==> src/design/mru_pkg.sv <==
`default_nettype none
// ----------------------------------------------------------------------------
// mru_pkg
// Shared types and constants for the most-recently-used key list.
// ----------------------------------------------------------------------------
package mru_pkg;

    // Default list geometry
    localparam int LIST_DEPTH_DEF = 10;
    localparam int KEY_WIDTH_DEF  = 32;

    // Request modes
    localparam logic [1:0] MODE_ADD    = 2'd0;
    localparam logic [1:0] MODE_REMOVE = 2'd1;
    localparam logic [1:0] MODE_READ   = 2'd2;

    // Request payload
    typedef struct packed {
        logic [1:0]  mode;
        logic [31:0] key;
        logic [3:0]  index;
    } t_req;

    // Result payload
    typedef struct packed {
        logic        hit;
        logic [3:0]  hit_position;
        logic [31:0] entry_key;
        logic        entry_valid;
        logic [3:0]  entry_count;
    } t_res;

    // Handshake between output stage and sequencer
    typedef struct packed {
        logic start;     // request accepted this cycle
        logic res_free;  // output register can take a result
    } t_ctl_in;

    typedef struct packed {
        logic busy;      // sequencer working on a request
        logic done;      // result handed over this cycle
    } t_ctl_out;

    // Sequencer states
    typedef enum logic [2:0] {
        ST_IDLE,
        ST_READ,
        ST_SCAN_RD,
        ST_SCAN_CMP,
        ST_MOVE_RD,
        ST_MOVE_WR,
        ST_FINAL,
        ST_DONE
    } t_state;

endpackage
`default_nettype wire

==> src/design/mru_ram.sv <==
`default_nettype none
// ----------------------------------------------------------------------------
// mru_ram
// Simple dual-port RAM, one write and one read port, registered read data.
// ----------------------------------------------------------------------------
module mru_ram #(
    parameter int WIDTH = 32,
    parameter int DEPTH = 10
) (
    input  wire logic                     i_clk,
    input  wire logic                     i_we,
    input  wire logic [$clog2(DEPTH)-1:0] i_waddr,
    input  wire logic [WIDTH-1:0]         i_wdata,
    input  wire logic                     i_re,
    input  wire logic [$clog2(DEPTH)-1:0] i_raddr,
    output      logic [WIDTH-1:0]         o_rdata
);

    logic [WIDTH-1:0] r_mem [DEPTH];
    logic [WIDTH-1:0] r_rdata;

    always_ff @(posedge i_clk) begin
        if (i_we) begin
            r_mem[i_waddr] <= i_wdata;
        end
        if (i_re) begin
            r_rdata <= r_mem[i_raddr];
        end
    end

    assign o_rdata = r_rdata;

endmodule
`default_nettype wire

==> src/design/mru_ctrl.sv <==
`default_nettype none
// ----------------------------------------------------------------------------
// mru_ctrl
// Sequencer for the list: scans the key RAM one slot at a time through a
// single comparator, then shifts slots one move at a time through the RAM.
// The list stays packed, so a fill count stands in for per-slot valid bits.
// ----------------------------------------------------------------------------
module mru_ctrl #(
    parameter int LIST_DEPTH = mru_pkg::LIST_DEPTH_DEF,
    parameter int KEY_WIDTH  = mru_pkg::KEY_WIDTH_DEF
) (
    input  wire logic              i_clk,
    input  wire logic              i_rst_n,
    input  wire mru_pkg::t_ctl_in  i_ctl,
    input  wire mru_pkg::t_req     i_req,
    output      mru_pkg::t_ctl_out o_stat,
    output      mru_pkg::t_res     o_res
);

    localparam int PW = $clog2(LIST_DEPTH);
    localparam int CW = $clog2(LIST_DEPTH + 1);

    // State
    mru_pkg::t_state r_state, n_state;
    logic [1:0]           r_mode, n_mode;
    logic [KEY_WIDTH-1:0] r_key, n_key;
    logic [CW-1:0]        r_count, n_count;
    logic [PW-1:0]        r_ptr, n_ptr;
    logic                 r_hit, n_hit;
    logic [PW-1:0]        r_pos, n_pos;
    logic [KEY_WIDTH-1:0] r_ekey, n_ekey;
    logic                 r_evalid, n_evalid;

    // RAM port signals
    logic                 ram_we;
    logic [PW-1:0]        ram_waddr;
    logic [KEY_WIDTH-1:0] ram_wdata;
    logic                 ram_re;
    logic [PW-1:0]        ram_raddr;
    logic [KEY_WIDTH-1:0] ram_rdata;

    // Helpers
    logic          is_add;
    logic          key_match;
    logic [CW-1:0] ptr_ext;
    logic [PW-1:0] miss_last;

    mru_ram #(
        .WIDTH (KEY_WIDTH),
        .DEPTH (LIST_DEPTH)
    ) u_ram (
        .i_clk   (i_clk),
        .i_we    (ram_we),
        .i_waddr (ram_waddr),
        .i_wdata (ram_wdata),
        .i_re    (ram_re),
        .i_raddr (ram_raddr),
        .o_rdata (ram_rdata)
    );

    assign is_add    = (r_mode == mru_pkg::MODE_ADD);
    // shared key comparator
    assign key_match = (ram_rdata == r_key);
    assign ptr_ext   = CW'(r_ptr);
    // on an add miss, the deepest slot that takes a shifted key
    assign miss_last = (r_count == CW'(LIST_DEPTH)) ? PW'(LIST_DEPTH - 1) : PW'(r_count);

    // Next state and RAM control
    always_comb begin
        n_state   = r_state;
        n_mode    = r_mode;
        n_key     = r_key;
        n_count   = r_count;
        n_ptr     = r_ptr;
        n_hit     = r_hit;
        n_pos     = r_pos;
        n_ekey    = r_ekey;
        n_evalid  = r_evalid;
        ram_we    = 1'b0;
        ram_waddr = r_ptr;
        ram_wdata = ram_rdata;
        ram_re    = 1'b0;
        ram_raddr = r_ptr;
        o_stat.busy = (r_state != mru_pkg::ST_IDLE);
        o_stat.done = 1'b0;

        unique case (r_state)
            mru_pkg::ST_IDLE: begin
                if (i_ctl.start) begin
                    n_mode   = i_req.mode;
                    n_key    = KEY_WIDTH'(i_req.key);
                    n_hit    = 1'b0;
                    n_pos    = '0;
                    n_ekey   = '0;
                    n_evalid = 1'b0;
                    n_ptr    = '0;
                    unique case (i_req.mode)
                        mru_pkg::MODE_ADD: begin
                            // empty list: straight to the front write
                            n_state = (r_count == '0) ? mru_pkg::ST_FINAL
                                                      : mru_pkg::ST_SCAN_RD;
                        end
                        mru_pkg::MODE_REMOVE: begin
                            n_state = (r_count == '0) ? mru_pkg::ST_DONE
                                                      : mru_pkg::ST_SCAN_RD;
                        end
                        mru_pkg::MODE_READ: begin
                            // slots at or past the count are empty and report a zero key, not valid
                            if (32'(i_req.index) < 32'(r_count)) begin
                                ram_re    = 1'b1;
                                ram_raddr = PW'(i_req.index);
                                n_state   = mru_pkg::ST_READ;
                            end else begin
                                n_state = mru_pkg::ST_DONE;
                            end
                        end
                        default: begin
                            n_state = mru_pkg::ST_DONE;
                        end
                    endcase
                end
            end

            mru_pkg::ST_READ: begin
                n_ekey   = ram_rdata;
                n_evalid = 1'b1;
                n_state  = mru_pkg::ST_DONE;
            end

            mru_pkg::ST_SCAN_RD: begin
                ram_re    = 1'b1;
                ram_raddr = r_ptr;
                n_state   = mru_pkg::ST_SCAN_CMP;
            end

            mru_pkg::ST_SCAN_CMP: begin
                if (key_match) begin
                    n_hit = 1'b1;
                    n_pos = r_ptr;
                    if (is_add) begin
                        // already at the front: nothing moves
                        n_state = (r_ptr == '0) ? mru_pkg::ST_DONE : mru_pkg::ST_MOVE_RD;
                    end else begin
                        n_state = (ptr_ext == r_count - CW'(1)) ? mru_pkg::ST_FINAL
                                                                : mru_pkg::ST_MOVE_RD;
                    end
                end else if (ptr_ext == r_count - CW'(1)) begin
                    // end of the valid slots, no match
                    if (is_add) begin
                        n_ptr   = miss_last;
                        n_state = mru_pkg::ST_MOVE_RD;
                    end else begin
                        n_state = mru_pkg::ST_DONE;
                    end
                end else begin
                    n_ptr   = r_ptr + PW'(1);
                    n_state = mru_pkg::ST_SCAN_RD;
                end
            end

            mru_pkg::ST_MOVE_RD: begin
                // add shifts toward the tail, remove pulls toward the head
                ram_re    = 1'b1;
                ram_raddr = is_add ? (r_ptr - PW'(1)) : (r_ptr + PW'(1));
                n_state   = mru_pkg::ST_MOVE_WR;
            end

            mru_pkg::ST_MOVE_WR: begin
                ram_we    = 1'b1;
                ram_waddr = r_ptr;
                ram_wdata = ram_rdata;
                if (is_add) begin
                    if (r_ptr == PW'(1)) begin
                        n_state = mru_pkg::ST_FINAL;
                    end else begin
                        n_ptr   = r_ptr - PW'(1);
                        n_state = mru_pkg::ST_MOVE_RD;
                    end
                end else begin
                    if (ptr_ext + CW'(2) == r_count) begin
                        n_state = mru_pkg::ST_FINAL;
                    end else begin
                        n_ptr   = r_ptr + PW'(1);
                        n_state = mru_pkg::ST_MOVE_RD;
                    end
                end
            end

            mru_pkg::ST_FINAL: begin
                ram_we = 1'b1;
                if (is_add) begin
                    ram_waddr = '0;
                    ram_wdata = r_key;
                    if (!r_hit && (r_count != CW'(LIST_DEPTH))) begin
                        n_count = r_count + CW'(1);
                    end
                end else begin
                    // clear the vacated tail slot
                    ram_waddr = PW'(r_count - CW'(1));
                    ram_wdata = '0;
                    n_count   = r_count - CW'(1);
                end
                n_state = mru_pkg::ST_DONE;
            end

            mru_pkg::ST_DONE: begin
                if (i_ctl.res_free) begin
                    o_stat.done = 1'b1;
                    n_state     = mru_pkg::ST_IDLE;
                end
            end

            default: begin
                n_state = mru_pkg::ST_IDLE;
            end
        endcase
    end

    // Control registers
    always_ff @(posedge i_clk) begin
        if (!i_rst_n) begin
            r_state <= mru_pkg::ST_IDLE;
            r_count <= '0;
        end else begin
            r_state <= n_state;
            r_count <= n_count;
        end
    end

    // Working registers
    always_ff @(posedge i_clk) begin
        r_mode   <= n_mode;
        r_key    <= n_key;
        r_ptr    <= n_ptr;
        r_hit    <= n_hit;
        r_pos    <= n_pos;
        r_ekey   <= n_ekey;
        r_evalid <= n_evalid;
    end

    // Result
    assign o_res.hit          = r_hit;
    assign o_res.hit_position = 4'(r_pos);
    assign o_res.entry_key    = 32'(r_ekey);
    assign o_res.entry_valid  = r_evalid;
    assign o_res.entry_count  = 4'(r_count);

    // Checks
    assert property (@(posedge i_clk) disable iff (!i_rst_n)
        32'(r_count) <= LIST_DEPTH)
        else $error("fill count beyond list depth");

    assert property (@(posedge i_clk) disable iff (!i_rst_n)
        o_stat.done |=> (r_state == mru_pkg::ST_IDLE))
        else $error("sequencer not idle after handing over a result");

    assert property (@(posedge i_clk) disable iff (!i_rst_n)
        (o_stat.done && r_hit && is_add) |-> (CW'(r_pos) < r_count))
        else $error("add hit reported outside the valid slots");

    assert property (@(posedge i_clk) disable iff (!i_rst_n)
        (r_state == mru_pkg::ST_SCAN_CMP) |-> (ptr_ext < r_count))
        else $error("scan ran past the valid slots");

endmodule
`default_nettype wire

==> src/design/mru_move_to_front_list.sv <==
`default_nettype none
// ----------------------------------------------------------------------------
// mru_move_to_front_list
// Most-recently-used list of keys, slot 0 newest, with add/promote, remove
// and read requests, one result per request.
// Steps: a read fetches its slot from the key RAM, none past the fill count;
//   add and remove scan from slot 0 and stop at a match, then move slots one
//   at a time and write the key to the front or clear the tail slot (nothing
//   moves or is written on a front hit or a remove miss); an unused mode returns an empty result.
// Throughput: one request at a time, the next taken the cycle after the
//   result is registered; set by the single key comparator and the one
//   read / one write port of the key RAM. An output stall holds the sequencer.
// Reset: fill count cleared, list empty; RAM keys are not cleared, since
//   slots past the count are never read and report as empty.
// ----------------------------------------------------------------------------
module mru_move_to_front_list #(
    parameter int LIST_DEPTH = mru_pkg::LIST_DEPTH_DEF,
    parameter int KEY_WIDTH  = mru_pkg::KEY_WIDTH_DEF
) (
    input  wire logic          i_clk,
    input  wire logic          i_rst_n,
    input  wire logic          i_in_valid,
    output      logic          o_in_stall,
    input  wire mru_pkg::t_req i_in_req,
    output      logic          o_out_valid,
    input  wire logic          i_out_stall,
    output      mru_pkg::t_res o_out_res
);

    mru_pkg::t_ctl_in  ctl_in;
    mru_pkg::t_ctl_out ctl_out;
    mru_pkg::t_res     ctl_res;

    logic          r_out_valid;
    mru_pkg::t_res r_out_res;

    // Request side: accepted only while the sequencer is idle
    assign o_in_stall      = ctl_out.busy;
    assign ctl_in.start    = i_in_valid && !ctl_out.busy;
    assign ctl_in.res_free = !r_out_valid || !i_out_stall;

    mru_ctrl #(
        .LIST_DEPTH (LIST_DEPTH),
        .KEY_WIDTH  (KEY_WIDTH)
    ) u_ctrl (
        .i_clk   (i_clk),
        .i_rst_n (i_rst_n),
        .i_ctl   (ctl_in),
        .i_req   (i_in_req),
        .o_stat  (ctl_out),
        .o_res   (ctl_res)
    );

    // Output register
    always_ff @(posedge i_clk) begin
        if (!i_rst_n) begin
            r_out_valid <= 1'b0;
        end else if (ctl_out.done) begin
            r_out_valid <= 1'b1;
        end else if (!i_out_stall) begin
            r_out_valid <= 1'b0;
        end
    end

    always_ff @(posedge i_clk) begin
        if (ctl_out.done) begin
            r_out_res <= ctl_res;
        end
    end

    assign o_out_valid = r_out_valid;
    assign o_out_res   = r_out_res;

    // Checks
    assert property (@(posedge i_clk) disable iff (!i_rst_n)
        ctl_in.start |=> o_in_stall)
        else $error("accepted request did not make the block busy");

    assert property (@(posedge i_clk) disable iff (!i_rst_n)
        ctl_out.done |-> !(r_out_valid && i_out_stall))
        else $error("result overwrote a pending result");

    assert property (@(posedge i_clk) disable iff (!i_rst_n)
        (o_out_valid && i_out_stall) |=> (o_out_valid && $stable(o_out_res)))
        else $error("stalled result changed or dropped");

endmodule
`default_nettype wire
==> config.mk <==
export PLATFORM = sky130hd
export DESIGN_NAME = mru_move_to_front_list
export DESIGN_NICKNAME = d
export VERILOG_FILES = /design/src/design/mru_pkg.sv /design/src/design/mru_ram.sv /design/src/design/mru_ctrl.sv /design/src/design/mru_move_to_front_list.sv
export SDC_FILE = /design/constraint.sdc
export NUM_CORES = 1
export LEC_CHECK = 0
export BUFFER_PORTS_ARGS = -buffer_cell sky130_fd_sc_hd__buf_2
export CORE_ASPECT_RATIO = 1.2
export CORE_UTILIZATION = 40
export CTS_BUF_LIST = sky130_fd_sc_hd__clkbuf_2 sky130_fd_sc_hd__clkbuf_4 sky130_fd_sc_hd__clkbuf_8
export CTS_CLUSTER_SIZE = 20
export DETAILED_ROUTE_END_ITERATION = 16
export PLACE_DENSITY_LB_ADDON = 0.05
export SLEW_MARGIN = 5
export SYNTH_ARGS = -nofsm -noshare
export SYNTH_HDL_FRONTEND = slang
export SYNTH_SLANG_ARGS = --single-unit
==> constraint.sdc <==
create_clock -name i_clk -period 6.5 [get_ports i_clk]
set_input_delay 1.3 -clock i_clk [delete_from_list [all_inputs] [get_ports i_clk]]
set_output_delay 1.3 -clock i_clk [all_outputs]
set_load 0.1 [all_outputs]
-- After elaboration in Yosys (flattened, before gate mapping)
Memories as Yosys holds them, arrays and structs flattened. A register that Yosys moved wholly into a read port is not among the register bits.
Index checks and enable logic that the tools add are counted.
- memory bits (read-only): 0
- output and inout port bits: 44
- memories: 1
- latch bits: 0
- memory bits (writable): 320
- input bits: 42
- register bits after elaboration: 126
- add/sub/neg operators: 5
- div/mod/pow operators: 0
- reductions and logical operators: 25
- $lt $le $gt $ge: 1
- multiplexer cells: 55
- multiply operators: 0
- shift-type cells: 0
- equality and inequality tests: 24
- bitwise logic cells: 0
- memory list (name ; depth ; bits a word ; read ports ; clocked after Yosys merged registers in ; wr ports ; RTL line ; text):
    u_ctrl.u_ram.r_mem ; 10 ; 32 ; 1 ; 1 ; 1 ; mru_ram.sv:19 ; logic [WIDTH-1:0] r_mem [DEPTH];
- operator list (operator ; number):
    32-bit 2-to-1 mux ; 3
    4-bit 2-to-1 mux ; 17
    32-bit case mux with 2 select lines ; 1
    32-bit == test ; 1
    3-bit 2-to-1 mux ; 9
    3-bit case mux with 7 select lines ; 1
    4-bit case mux with 2 select lines ; 2
    3-bit == test, second input constant ; 4
    1-bit 2-to-1 mux ; 12
    4-bit case mux with 3 select lines ; 1
    2-bit 2-to-1 mux ; 5
    3-bit case mux with 3 select lines ; 1
    4-bit by 1-bit adder with 4-bit output, second input constant ; 2
    4-bit == test ; 2
    4-bit zero test ; 2
    2-bit != test, second input constant ; 4
    2-bit AND reduction ; 4
    4-bit by 1-bit subtractor with 4-bit output, second input constant ; 2
    3-bit by 2-bit == test with 1-bit output, second input constant ; 2
    3-bit by 2-bit != test with 1-bit output, second input constant ; 2
    1-bit case mux with 2 select lines ; 3
    6-bit AND reduction ; 1
    3-bit nonzero test ; 2
    2-bit OR reduction ; 3
    other kinds (17) ; 24

-- Logic depth before layout (Yosys ltp)
Gate-level depths: netlist (run 1).
- word-level depth: 6
- mapped depth: 12
- gate-level depth less buffers: 9

-- Cells and area by module
Synthesis (run 1) repeated with hierarchy kept, for this count alone.
- cells, all modules: 1194
- area, all modules: 19530.0 um^2
- by module, submodules not included (module ; cells an instance ; sequential area each (um^2) ; instances ; area an instance (um^2)):
    mru_ram ; 698 ; 10570.1 ; 1 ; 13610.6
    mru_ctrl ; 449 ; 2422.3 ; 1 ; 4616.9
    mru_move_to_front_list ; 47 ; 1281.2 ; 1 ; 1302.5

-- Least setup slack after synthesis (run 1)
No wires, ideal clock.
- kind: register to register
- start point: register u_ctrl.r_state[2]
- end point: memory u_ctrl.u_ram.r_mem[9][0] (enable)
- data arrival time: 3925 ps
- buffers on the path: 3
- setup time: 461 ps
- cell stages (with the launch flop): 8
- setup slack: 2114 ps
- cells stage by stage: dfxtp_1 clkbuf_1 buf_2 nand3b_1 clkbuf_1 o31ai_1 nand2_1 nor3_1
- cells in the longest elaborated chain, start to end: 5
- elaborated cells between the ends (all ways): 7
- ends and longest elaborated chain (item ; RTL line ; text):
    start, declared ; mru_ctrl.sv:24 ; mru_pkg::t_state r_state, n_state;
    start signal, assigned ; mru_ctrl.sv:222 ; r_state <= mru_pkg::ST_IDLE;
    start signal, assigned ; mru_ctrl.sv:225 ; r_state <= n_state;
    3-bit == test ; mru_ctrl.sv:87 ; unique case (r_state)
    2-bit OR reduction (no source line) ; -- ;
    1-bit 2-to-1 mux ; mru_ctrl.sv:87 ;
    1-bit 2-to-1 mux ; mru_ram.sv:23 ; if (i_we) begin
    1-bit 2-to-1 mux (not written as such) ; mru_ram.sv:24 ; r_mem[i_waddr] <= i_wdata;
    end, declared ; mru_ram.sv:19 ;
Parallel ways exist; a longest one is shown, timed or not.

-- Final worst setup path (run 1)
- start point: register u_ctrl.r_state[2]
- end point: memory u_ctrl.u_ram.r_mem[7][2] (enable)
The elaborated chain is that of the path after synthesis.

==> flow_metrics.env, run 1 <==
export IMPL_critPathLaunchType="flop"
export IMPL_endpoint="u_ctrl.u_ram.r_mem[7][2]"
export IMPL_cp_startpoint="u_ctrl.r_state[2]"
export IMPL_htree_levels=3
export IMPL_intPower_mw=7.07
export IMPL_nNetsFinal=1442
export IMPL_pwr_share_seq_pct=41.7
export IMPL_synth_area_leaders="edfxtp_1 73%, mux2i_1 6.5%, nand2_1 4.0%"
export IMPL_synth_area_per_cell_um2=15.4
export IMPL_worstMarginPinSlew_ns=1.09
export IMPL_cts_hold_buf=0
export IMPL_cts_resized=0
export IMPL_grt_max_degree=64
export IMPL_die_x_um=203
export IMPL_core_area_um2=47400
export IMPL_antenna_found_initial=1
export IMPL_critPathKind="flop to flop"
export IMPL_rsz0062_at_grt="false"
export IMPL_cp_arrival_ns=4.47
export IMPL_synthFlopType="edfxtp_1"
export IMPL_cap_violations=0
export IMPL_wl_per_cell_um=25.2
export IMPL_power_mw=11.4
export IMPL_power_frac_comb_pct=35.8
export IMPL_clock_latency_ns=0.65
export IMPL_endpoint_kind="flop"
export IMPL_drc_errors=0
export IMPL_slew_headroom_pct=26.4
export IMPL_nFillCells=4225
export IMPL_clockRootBuffer="clkbuf_8"
export IMPL_netlist_cell_type_count=63
export IMPL_period_share_pct=64.3
export IMPL_ys_seq_area_share_pct=73.7
export IMPL_syn_area_um2=19400
export IMPL_yosysWarnings=0
export IMPL_final_cells=2069
export IMPL_netlist_area_leader_share_pct=72.9
export IMPL_dieArea_um2=49300
export IMPL_yosysTopAreaCell="edfxtp_1"
export IMPL_via_per_inst=5.37
export IMPL_slew_viol_final=0
export IMPL_path_max_fanout=29
export IMPL_fin_skew_ns=0.0255
export IMPL_power_density_nw_per_um2=515
export IMPL_hold_path_class="flop to flop"
export IMPL_multi_input_area_um2=4780
export IMPL_grt_pass1_vias=11349
export IMPL_io_pins=86
export IMPL_total_leakage_power_nw=7.70
export IMPL_whs_ns=0.413
export IMPL_firstDrtPassIters=5
export IMPL_synth_seq_cells=478
export IMPL_netlist_top_cells_count="470 x edfxtp_1, 206 x nand2_1, 126 x mux2i_1"
export IMPL_r2r_end="u_ctrl.u_ram.r_mem[7][2]"
export IMPL_finalSetupViolCount=0
export IMPL_portBuffers=85
export IMPL_clock_power_share_pct=22.6
export IMPL_die_y_um=243
export IMPL_rows=87
export IMPL_p_sw_mw=4.30
export IMPL_numCtsBuffers=81
export IMPL_gp_congestion=0.759
export IMPL_cts_sinks=478
export IMPL_r2r_start="u_ctrl.r_state[2]"
export IMPL_status="finished clean"
export IMPL_fin_crit_ns=4.18
export IMPL_grt_use_total_pct=21.5
export IMPL_rrSetupSlack_ns=2.32
export IMPL_yosys_cell_count_top_type="edfxtp_1"
export IMPL_routed_wl_um=52200
export IMPL_ff_latch_area_um2=14300
export IMPL_grt_first_pass_wirelength_um=75600
export IMPL_sw_frac_of_total_pct=37.8
export IMPL_first_iter_violations=742
export IMPL_max_clock_freq_mhz=239
export IMPL_hold_viol_final=0
export IMPL_drive_gt1_share_pct=18.7
export IMPL_synth_edf_count=470
export IMPL_synthArstFlopShare_pct=0
export IMPL_area_delta_synth_final_pct=14.1
export IMPL_irDropWorstVdd_uv=305
export IMPL_antenna_left=0
export IMPL_synth_nets=1314
export IMPL_dpl_cell_count=1926
export IMPL_critPathRequiredTime_ns=6.80
export IMPL_syn_inst=1258
export IMPL_fin_tns_setup_ns=0
export IMPL_post_cts_setup_buffers=0
export IMPL_path_clk_slew_ns=0.06
export IMPL_dp_hpwl_um=28400
export IMPL_cts_tree="built"
export IMPL_vias=11106
export IMPL_rr_worst_depth=6
export IMPL_cts_path_max_buffers=3
export IMPL_overflow=0
export IMPL_start_util_pct=40.9
## metrics by stage
| stage | setup slack [ns] | util [%] | area (µm²) |
|---|---|---|---|
| global route | 2.07 | 46.6 | 22100 |
| detailed placement | 1.82 | 43.4 | 20500 |
| CTS | 2.30 | 46.6 | 22100 |
| global placement | 1.84 | 43.4 | 20500 |
| finish | 2.32 | 46.6 | 22100 |
| floorplan | 2.11 | - | 19400 |
## per-layer routing
metal  vias to the layer above  wire, µm  track usage (%)
met5                         -         0                0
met3                        84      2390             3.56
met4                         0      1360             8.31
met1                      5660     22800             28.3
met2                       303     25700             35.5
li1                       5059         -                -
## kinds of logic (layout without fill, tap and decap cells)
logic type | count (synthesis) | after routing | share of synthesized area (%)
other | 0 | 1 | 0
XOR/XNOR | 52 | 52 | 2.35
AND/OR/NAND/NOR | 312 | 312 | 7.06
flip-flops | 478 | 478 | 73.7
AO/OA/AOI/OAI | 190 | 190 | 6.99
multiplexers | 129 | 129 | 6.69
adder cells (fa/ha/maj) | 14 | 14 | 0.905
buffers and inverters | 83 | 270 | 2.27
## power groups by stage
stage	clock network, mW	logic (mW)	registers [mW]
after floorplan	0	2.76	4.76
after global placement	0	4.08	4.79
after detailed placement	0	4.12	4.79
after CTS	2.65	4.12	4.74
after global routing	2.77	4.41	4.79
final	2.57	4.07	4.74
## sequential cells by signal, summed over array words and instances, names as in the netlist, 2 cells and up
name	cells
o_out_res	42
u_ctrl.ptr_ext	4
u_ctrl.r_count	4
u_ctrl.r_ekey	32
u_ctrl.r_key	32
u_ctrl.r_mode	2
u_ctrl.r_pos	4
u_ctrl.r_state	3
u_ctrl.u_ram.o_rdata	32
u_ctrl.u_ram.r_mem	320
## cells in the final DEF, fill, tap and decap left out, drive strengths merged, types with 31 or more instances in the layout
cell,count
a21oi,37
a311o,31
and3,37
buf,114
clkbuf,112
edfxtp,470
mux2i,126
nand2,206
o21ai,45
o22ai,35
xnor2,47
## cell type report
type | instances | area share [%]
flip-flops and latches | 478 | 64.6
multi-input cells | 697 | 21.6
clock buffers | 112 | 6.22
well taps | 623 | 3.53
repair buffers | 114 | 3.03
clock inverters | 30 | 0.697
inverters | 14 | 0.238
diodes | 1 | 0.0113
## worst min path at each step
stage | startpoint | end | slack (ns) | depth (start not counted)
2_1_floorplan | u_ctrl.r_ekey[5] | o_out_res[10] | 0.40 | 0
3_3_place_gp | u_ctrl.r_ekey[14] | o_out_res[19] | 0.40 | 0
3_5_place_dp | u_ctrl.r_ekey[25] | o_out_res[30] | 0.40 | 0
4_1_cts | u_ctrl.r_ekey[24] | o_out_res[29] | 0.41 | 0
5_1_grt | u_ctrl.r_ekey[14] | o_out_res[19] | 0.43 | 0
6_report | u_ctrl.r_ekey[18] | o_out_res[23] | 0.41 | 0
## critical path, stage by stage, from the launching register on
cell and delay [ns]:
dfxtp_1 0.84, nand3b_1 0.72, buf_4 0.50, o32ai_1 0.41, nand2_1 0.21, nor2_4 0.64, buf_4 0.48
(Power assumes the default switching activity.)
==> run 2, diff against run 1 <==
- clock period: 6.5 -> 3.6 ns (I/O delays scaled with it)
==> flow_metrics.env, run 2 (same netlist as run 1, synthesis figures left out) <==
export IMPL_overflow=0
export IMPL_power_mw=21.3
export IMPL_grt_first_pass_wirelength_um=74700
export IMPL_drive_gt1_share_pct=20.5
export IMPL_numCtsBuffers=80
export IMPL_cts_hold_buf=0
export IMPL_cpMostUsedCell="a21oi_1"
export IMPL_layout_common_cells="470 x edfxtp_1, 206 x nand2_1, 126 x mux2i_1, 85 x buf_2, 81 x clkbuf_8"
export IMPL_critPathKind="flop to flop"
export IMPL_post_cts_setup_buffers=0
export IMPL_via_per_inst=5.26
export IMPL_hold_start="i_in_req[8]"
export IMPL_whs_ns=0.229
export IMPL_place_area_um2=21000
export IMPL_critPathLaunchType="flop"
export IMPL_core_area_um2=47400
export IMPL_cts_path_max_buffers=3
export IMPL_worstMarginPinSlew_ns=1.14
export IMPL_firstDrtPassIters=5
export IMPL_dp_hpwl_um=29100
export IMPL_io_pins=86
export IMPL_cts_resized=0
export IMPL_slew_headroom_pct=23.4
export IMPL_irDropWorstVdd_uv=413
export IMPL_routed_wl_um=51500
export IMPL_slew_viol_final=0
export IMPL_critPathMaxStageDelay_ns=0.56
export IMPL_total_leakage_power_nw=8.00
export IMPL_worst_path_dominant_cell_family="compound AO/OA/AOI/OAI gates"
export IMPL_finalInstanceArea_um2=22700
export IMPL_hold_path_class="primary input to flop"
export IMPL_fin_tns_setup_ns=0
export IMPL_path_clk_slew_ns=0.07
export IMPL_cp_startpoint="u_ctrl.r_count[3]"
export IMPL_rsz0062_at_grt="false"
export IMPL_portBuffers=85
export IMPL_area_delta_synth_final_pct=17.2
export IMPL_gp_congestion=0.808
export IMPL_layout_commonest_cell="edfxtp_1"
export IMPL_power_density_nw_per_um2=939
export IMPL_regMostFlops="u_ctrl.u_ram.r_mem"
export IMPL_drc_errors=0
export IMPL_nNetsFinal=1472
export IMPL_slowest_stage="a21oi_1"
export IMPL_cts_tree="built"
export IMPL_die_x_um=203
export IMPL_critPathRequiredTime_ns=3.99
export IMPL_max_clock_freq_mhz=315
export IMPL_period_share_pct=88.1
export IMPL_grt_use_total_pct=21.2
export IMPL_rrSetupSlack_ns=0.43
export IMPL_antenna_found_initial=1
export IMPL_antenna_left=0
export IMPL_r2r_start="u_ctrl.r_count[3]"
export IMPL_path_max_fanout=10
export IMPL_largest_reg_flops=320
export IMPL_cap_violations=0
export IMPL_clockRootBuffer="clkbuf_8"
export IMPL_final_util_pct=47.9
export IMPL_die_y_um=243
export IMPL_dieArea_um2=49300
export IMPL_wl_per_cell_um=24.5
export IMPL_status="finished clean"
export IMPL_fin_crit_ns=3.17
export IMPL_endpoint_kind="flop"
export IMPL_crit_buf_inv=2
export IMPL_finalSetupViolCount=0
export IMPL_nFillCells=4170
export IMPL_fin_skew_ns=0.0267
export IMPL_grt_max_degree=55
export IMPL_htree_levels=3
export IMPL_vias=11064
export IMPL_grt_pass1_vias=11182
export IMPL_crit_path_cell_trace="clkinv_1 > ha_1 > o211a_1 > o31ai_4 > a31o_2 > a21oi_1 > or2_1 > buf_4 > a21oi_1 > a311o_1"
export IMPL_rows=87
export IMPL_first_iter_violations=707
export IMPL_hold_viol_final=0
export IMPL_cts_sinks=478
export IMPL_cp_arrival_ns=3.56
export IMPL_start_util_pct=40.9
export IMPL_clock_latency_ns=0.67
[run 2: per-layer routing]
metal  track usage [%]  share of wire, %  wire, µm
met3              3.73               4.5      2300
met1              28.2                45     23400
met5                 0                 0         0
met4              7.25               2.1      1060
met2              35.0                48     24700
[run 2: final cells by class]
| class | instances | area (µm²) | area share [%] |
|---|---|---|---|
| diodes | 1 | 2.50 | 0.0110 |
| well taps | 623 | 779 | 3.44 |
| multi-input cells | 697 | 4790 | 21.1 |
| clock buffers | 106 | 1300 | 5.74 |
| repair buffers | 145 | 1140 | 5.02 |
| flip-flops and latches | 478 | 14300 | 62.9 |
| clock inverters | 40 | 348 | 1.53 |
| inverters | 14 | 52.6 | 0.232 |
[run 2: report_power, final]
group / internal (mW) / total [mW] / switching [mW]
registers: 7.99 / 8.41 / 0.427
clock network: 2.80 / 5.01 / 2.21
logic: 2.69 / 7.88 / 5.19
[run 2: worst paths after layout]
path,depth (start not counted),to
worst max register to register,10,u_ctrl.u_ram.o_rdata[24]
worst min-delay path,1,u_ctrl.r_key[4]
worst max-delay path,10,u_ctrl.u_ram.o_rdata[24]
worst min register to register,0,o_out_res[32]
[run 2: per-stage QoR]
step	setup slack, ns	instances
2_1_floorplan	0.0649	1258
3_3_place_gp	0.177	1957
3_5_place_dp	0.139	1957
4_1_cts	0.415	2103
5_1_grt	0.214	2104
6_report	0.430	2104
==> run 3, diff against run 2 <==
- ABC_AREA: unset -> 1
- BUFFER_PORTS_ARGS: -buffer_cell sky130_fd_sc_hd__buf_2 -> -buffer_cell sky130_fd_sc_hd__buf_4
==> flow_metrics.env, run 3 <==
export IMPL_status="finished clean"
export IMPL_ys_seq_area_share_pct=68.6
export IMPL_largest_reg_flops=320
export IMPL_yosysTopAreaCell="edfxtp_1"
export IMPL_dpl_cell_count=2637
export IMPL_cap_violations=0
export IMPL_max_clock_freq_mhz=323
export IMPL_power_mw=23.2
export IMPL_antenna_left=0
export IMPL_netlist_area_leader_share_pct=67.8
export IMPL_layout_commonest_cell="edfxtp_1"
export IMPL_yosysWarnings=0
export IMPL_clockRootBuffer="clkbuf_8"
export IMPL_hold_viol_final=0
export IMPL_core_area_um2=51400
export IMPL_synthFlopType="edfxtp_1"
export IMPL_start_util_pct=40.5
export IMPL_rsz0062_at_grt="false"
export IMPL_critPathLaunchType="flop"
export IMPL_syn_area_um2=20800
export IMPL_grt_use_total_pct=21.8
export IMPL_critPathRequiredTime_ns=3.94
export IMPL_cts_tree="built"
export IMPL_grt_first_pass_wirelength_um=84500
export IMPL_cts_sinks=478
export IMPL_slew_headroom_pct=11.4
export IMPL_synth_seq_cells=478
export IMPL_routed_wl_um=56500
export IMPL_r2r_end="u_ctrl.u_ram.r_mem[2][15]"
export IMPL_path_clk_slew_ns=0.07
export IMPL_die_x_um=210
export IMPL_finalInstanceArea_um2=24200
export IMPL_dp_hpwl_um=31900
export IMPL_io_pins=86
export IMPL_worstMarginPinSlew_ns=1.32
export IMPL_clock_latency_ns=0.65
export IMPL_synth_area_leaders="edfxtp_1 68%, nand3_1 9.9%, nand2_1 6.1%"
export IMPL_cpMostUsedCell="nor2_4"
export IMPL_synthArstFlopShare_pct=0
export IMPL_drc_errors=0
export IMPL_fin_crit_ns=3.10
export IMPL_overflow=0
export IMPL_multi_input_area_um2=5070
export IMPL_netlist_cell_type_count=34
export IMPL_synth_area_per_cell_um2=11.0
export IMPL_preCtsSetupSlack_ns=0.242
export IMPL_place_area_um2=22700
export IMPL_synth_edf_count=470
export IMPL_crit_path_cell_trace="nor2_4 > buf_4 > nor2_1 > o21ai_0 > nand2_1 > nor2_4 > buf_12"
export IMPL_path_max_fanout=30
export IMPL_fin_tns_setup_ns=0
export IMPL_syn_inst=1896
export IMPL_endpoint_kind="flop"
export IMPL_cts_path_max_buffers=3
export IMPL_die_y_um=252
export IMPL_critPathMaxStageDelay_ns=0.47
export IMPL_grt_pass1_vias=13266
export IMPL_rows=91
export IMPL_critPathKind="flop to flop"
export IMPL_fin_skew_ns=0.0170
export IMPL_nFillCells=4706
export IMPL_power_density_nw_per_um2=955
export IMPL_area_delta_synth_final_pct=16.5
export IMPL_cts_resized=0
export IMPL_via_per_inst=4.98
export IMPL_dieArea_um2=52900
export IMPL_nNetsFinal=2079
export IMPL_firstDrtPassIters=6
export IMPL_first_iter_violations=1125
export IMPL_slowest_stage="buf_4"
export IMPL_layout_common_cells="470 x edfxtp_1, 412 x nand3_1, 337 x nand2_1, 309 x inv_1, 116 x buf_4"
export IMPL_regMostFlops="u_ctrl.u_ram.r_mem"
export IMPL_total_leakage_power_nw=9.86
export IMPL_netlist_top_cells_count="470 x edfxtp_1, 412 x nand3_1, 339 x nand2_1"
export IMPL_hold_start="i_in_req[5]"
export IMPL_hold_path_class="primary input to flop"
export IMPL_htree_levels=3
export IMPL_grt_max_degree=104
export IMPL_rr_worst_depth=7
export IMPL_vias=13835
export IMPL_r2r_start="u_ctrl.r_mode[1]"
export IMPL_slew_viol_final=0
export IMPL_numCtsBuffers=81
export IMPL_antenna_found_initial=2
export IMPL_rrSetupSlack_ns=0.50
export IMPL_irDropWorstVdd_uv=667
export IMPL_synth_nets=1952
export IMPL_cp_arrival_ns=3.44
export IMPL_setup_slack_ns=0.502
export IMPL_min_to="u_ctrl.r_key[1]"
export IMPL_drive_gt1_share_pct=13.9
export IMPL_yosys_cell_count_top_type="edfxtp_1"
export IMPL_finalSetupViolCount=0
export IMPL_wl_per_cell_um=20.3
export IMPL_period_share_pct=86.1
export IMPL_post_cts_setup_buffers=0
export IMPL_portBuffers=85
export IMPL_whs_path_depth=1
export IMPL_gp_congestion=0.862
export IMPL_cts_hold_buf=0
export IMPL_final_cells=2780
export IMPL_ff_latch_area_um2=14300
[run 3: cell types whose count changed after synthesis, moves of 39 or more]
cell	change
inv_1	+298
mux2i_1	-126
nand2_1	+133
nand3_1	+408
nor2_1	+53
xnor2_1	-39
[run 3: layout make-up]
| class | count | share of cell area (%) |
|---|---|---|
| repair buffers | 137 | 5.33 |
| diodes | 1 | 0.0103 |
| inverters | 314 | 4.87 |
| well taps | 697 | 3.60 |
| flip-flops and latches | 478 | 58.9 |
| clock inverters | 34 | 0.831 |
| multi-input cells | 1011 | 20.9 |
| clock buffers | 108 | 5.59 |
[run 3: kinds of logic (layout without fill, tap and decap cells)]
kind of cell             after synthesis  count (layout)  synth area share [%]
AND/OR/NAND/NOR                      889             889                  19.6
flip-flops                           478             478                  68.6
XOR/XNOR                              30              30                  1.26
buffers and inverters                407             593                  7.67
AO/OA/AOI/OAI                         78              78                  2.00
adder cells (fa/ha/maj)               14              14                 0.842
other                                  0               1                     0
[run 3: routing by layer]
layer  track usage [%]  wire [µm]  share of wire [%]  vias up
met4              8.15       1430                2.5        0
met2              34.9      26600                 47      385
met1              29.9      25600                 45     6713
li1                  -          -                  -     6645
met3              3.34       2930                5.2       92
met5                 0          0                  0        -
[run 3: through the flow]
stage               util, %  hold slack (ns)
detailed placement     44.2            0.405
global route           47.2            0.216
CTS                    47.2            0.190
finish                 47.2            0.251
floorplan                 -            0.400
global placement       44.2            0.405
[run 3: how the worst max path moves through the flow]
stage                            startpoint                   endpoint  slack [ns]  cells past startpoint
final                      u_ctrl.r_mode[1]  u_ctrl.u_ram.r_mem[2][15]        0.50                      7
after floorplan           u_ctrl.r_count[0]   u_ctrl.u_ram.r_mem[8][0]        0.30                      9
after global placement          i_in_req[3]   u_ctrl.u_ram.o_rdata[11]        0.29                     14
after detailed placement        i_in_req[3]   u_ctrl.u_ram.o_rdata[10]        0.24                     14
after CTS                  u_ctrl.r_mode[1]  u_ctrl.u_ram.r_mem[2][15]        0.56                      7
after global routing      u_ctrl.r_count[1]    u_ctrl.u_ram.o_rdata[0]        0.33                     15
[run 3: critical path: cells and delay by family, from the launching register on]
kind | cells | cell delay [ns]
simple gates | 4 | 1.21
buf+inv | 2 | 0.72
compound gates | 1 | 0.41
flops | 1 | 0.41
[run 3: report_power, final]
part	switching (mW)	internal (mW)	total, mW
registers	0.420	7.99	8.41
clock network	2.17	2.58	4.75
logic	7.20	2.81	10.0
total	9.78	13.4	23.2
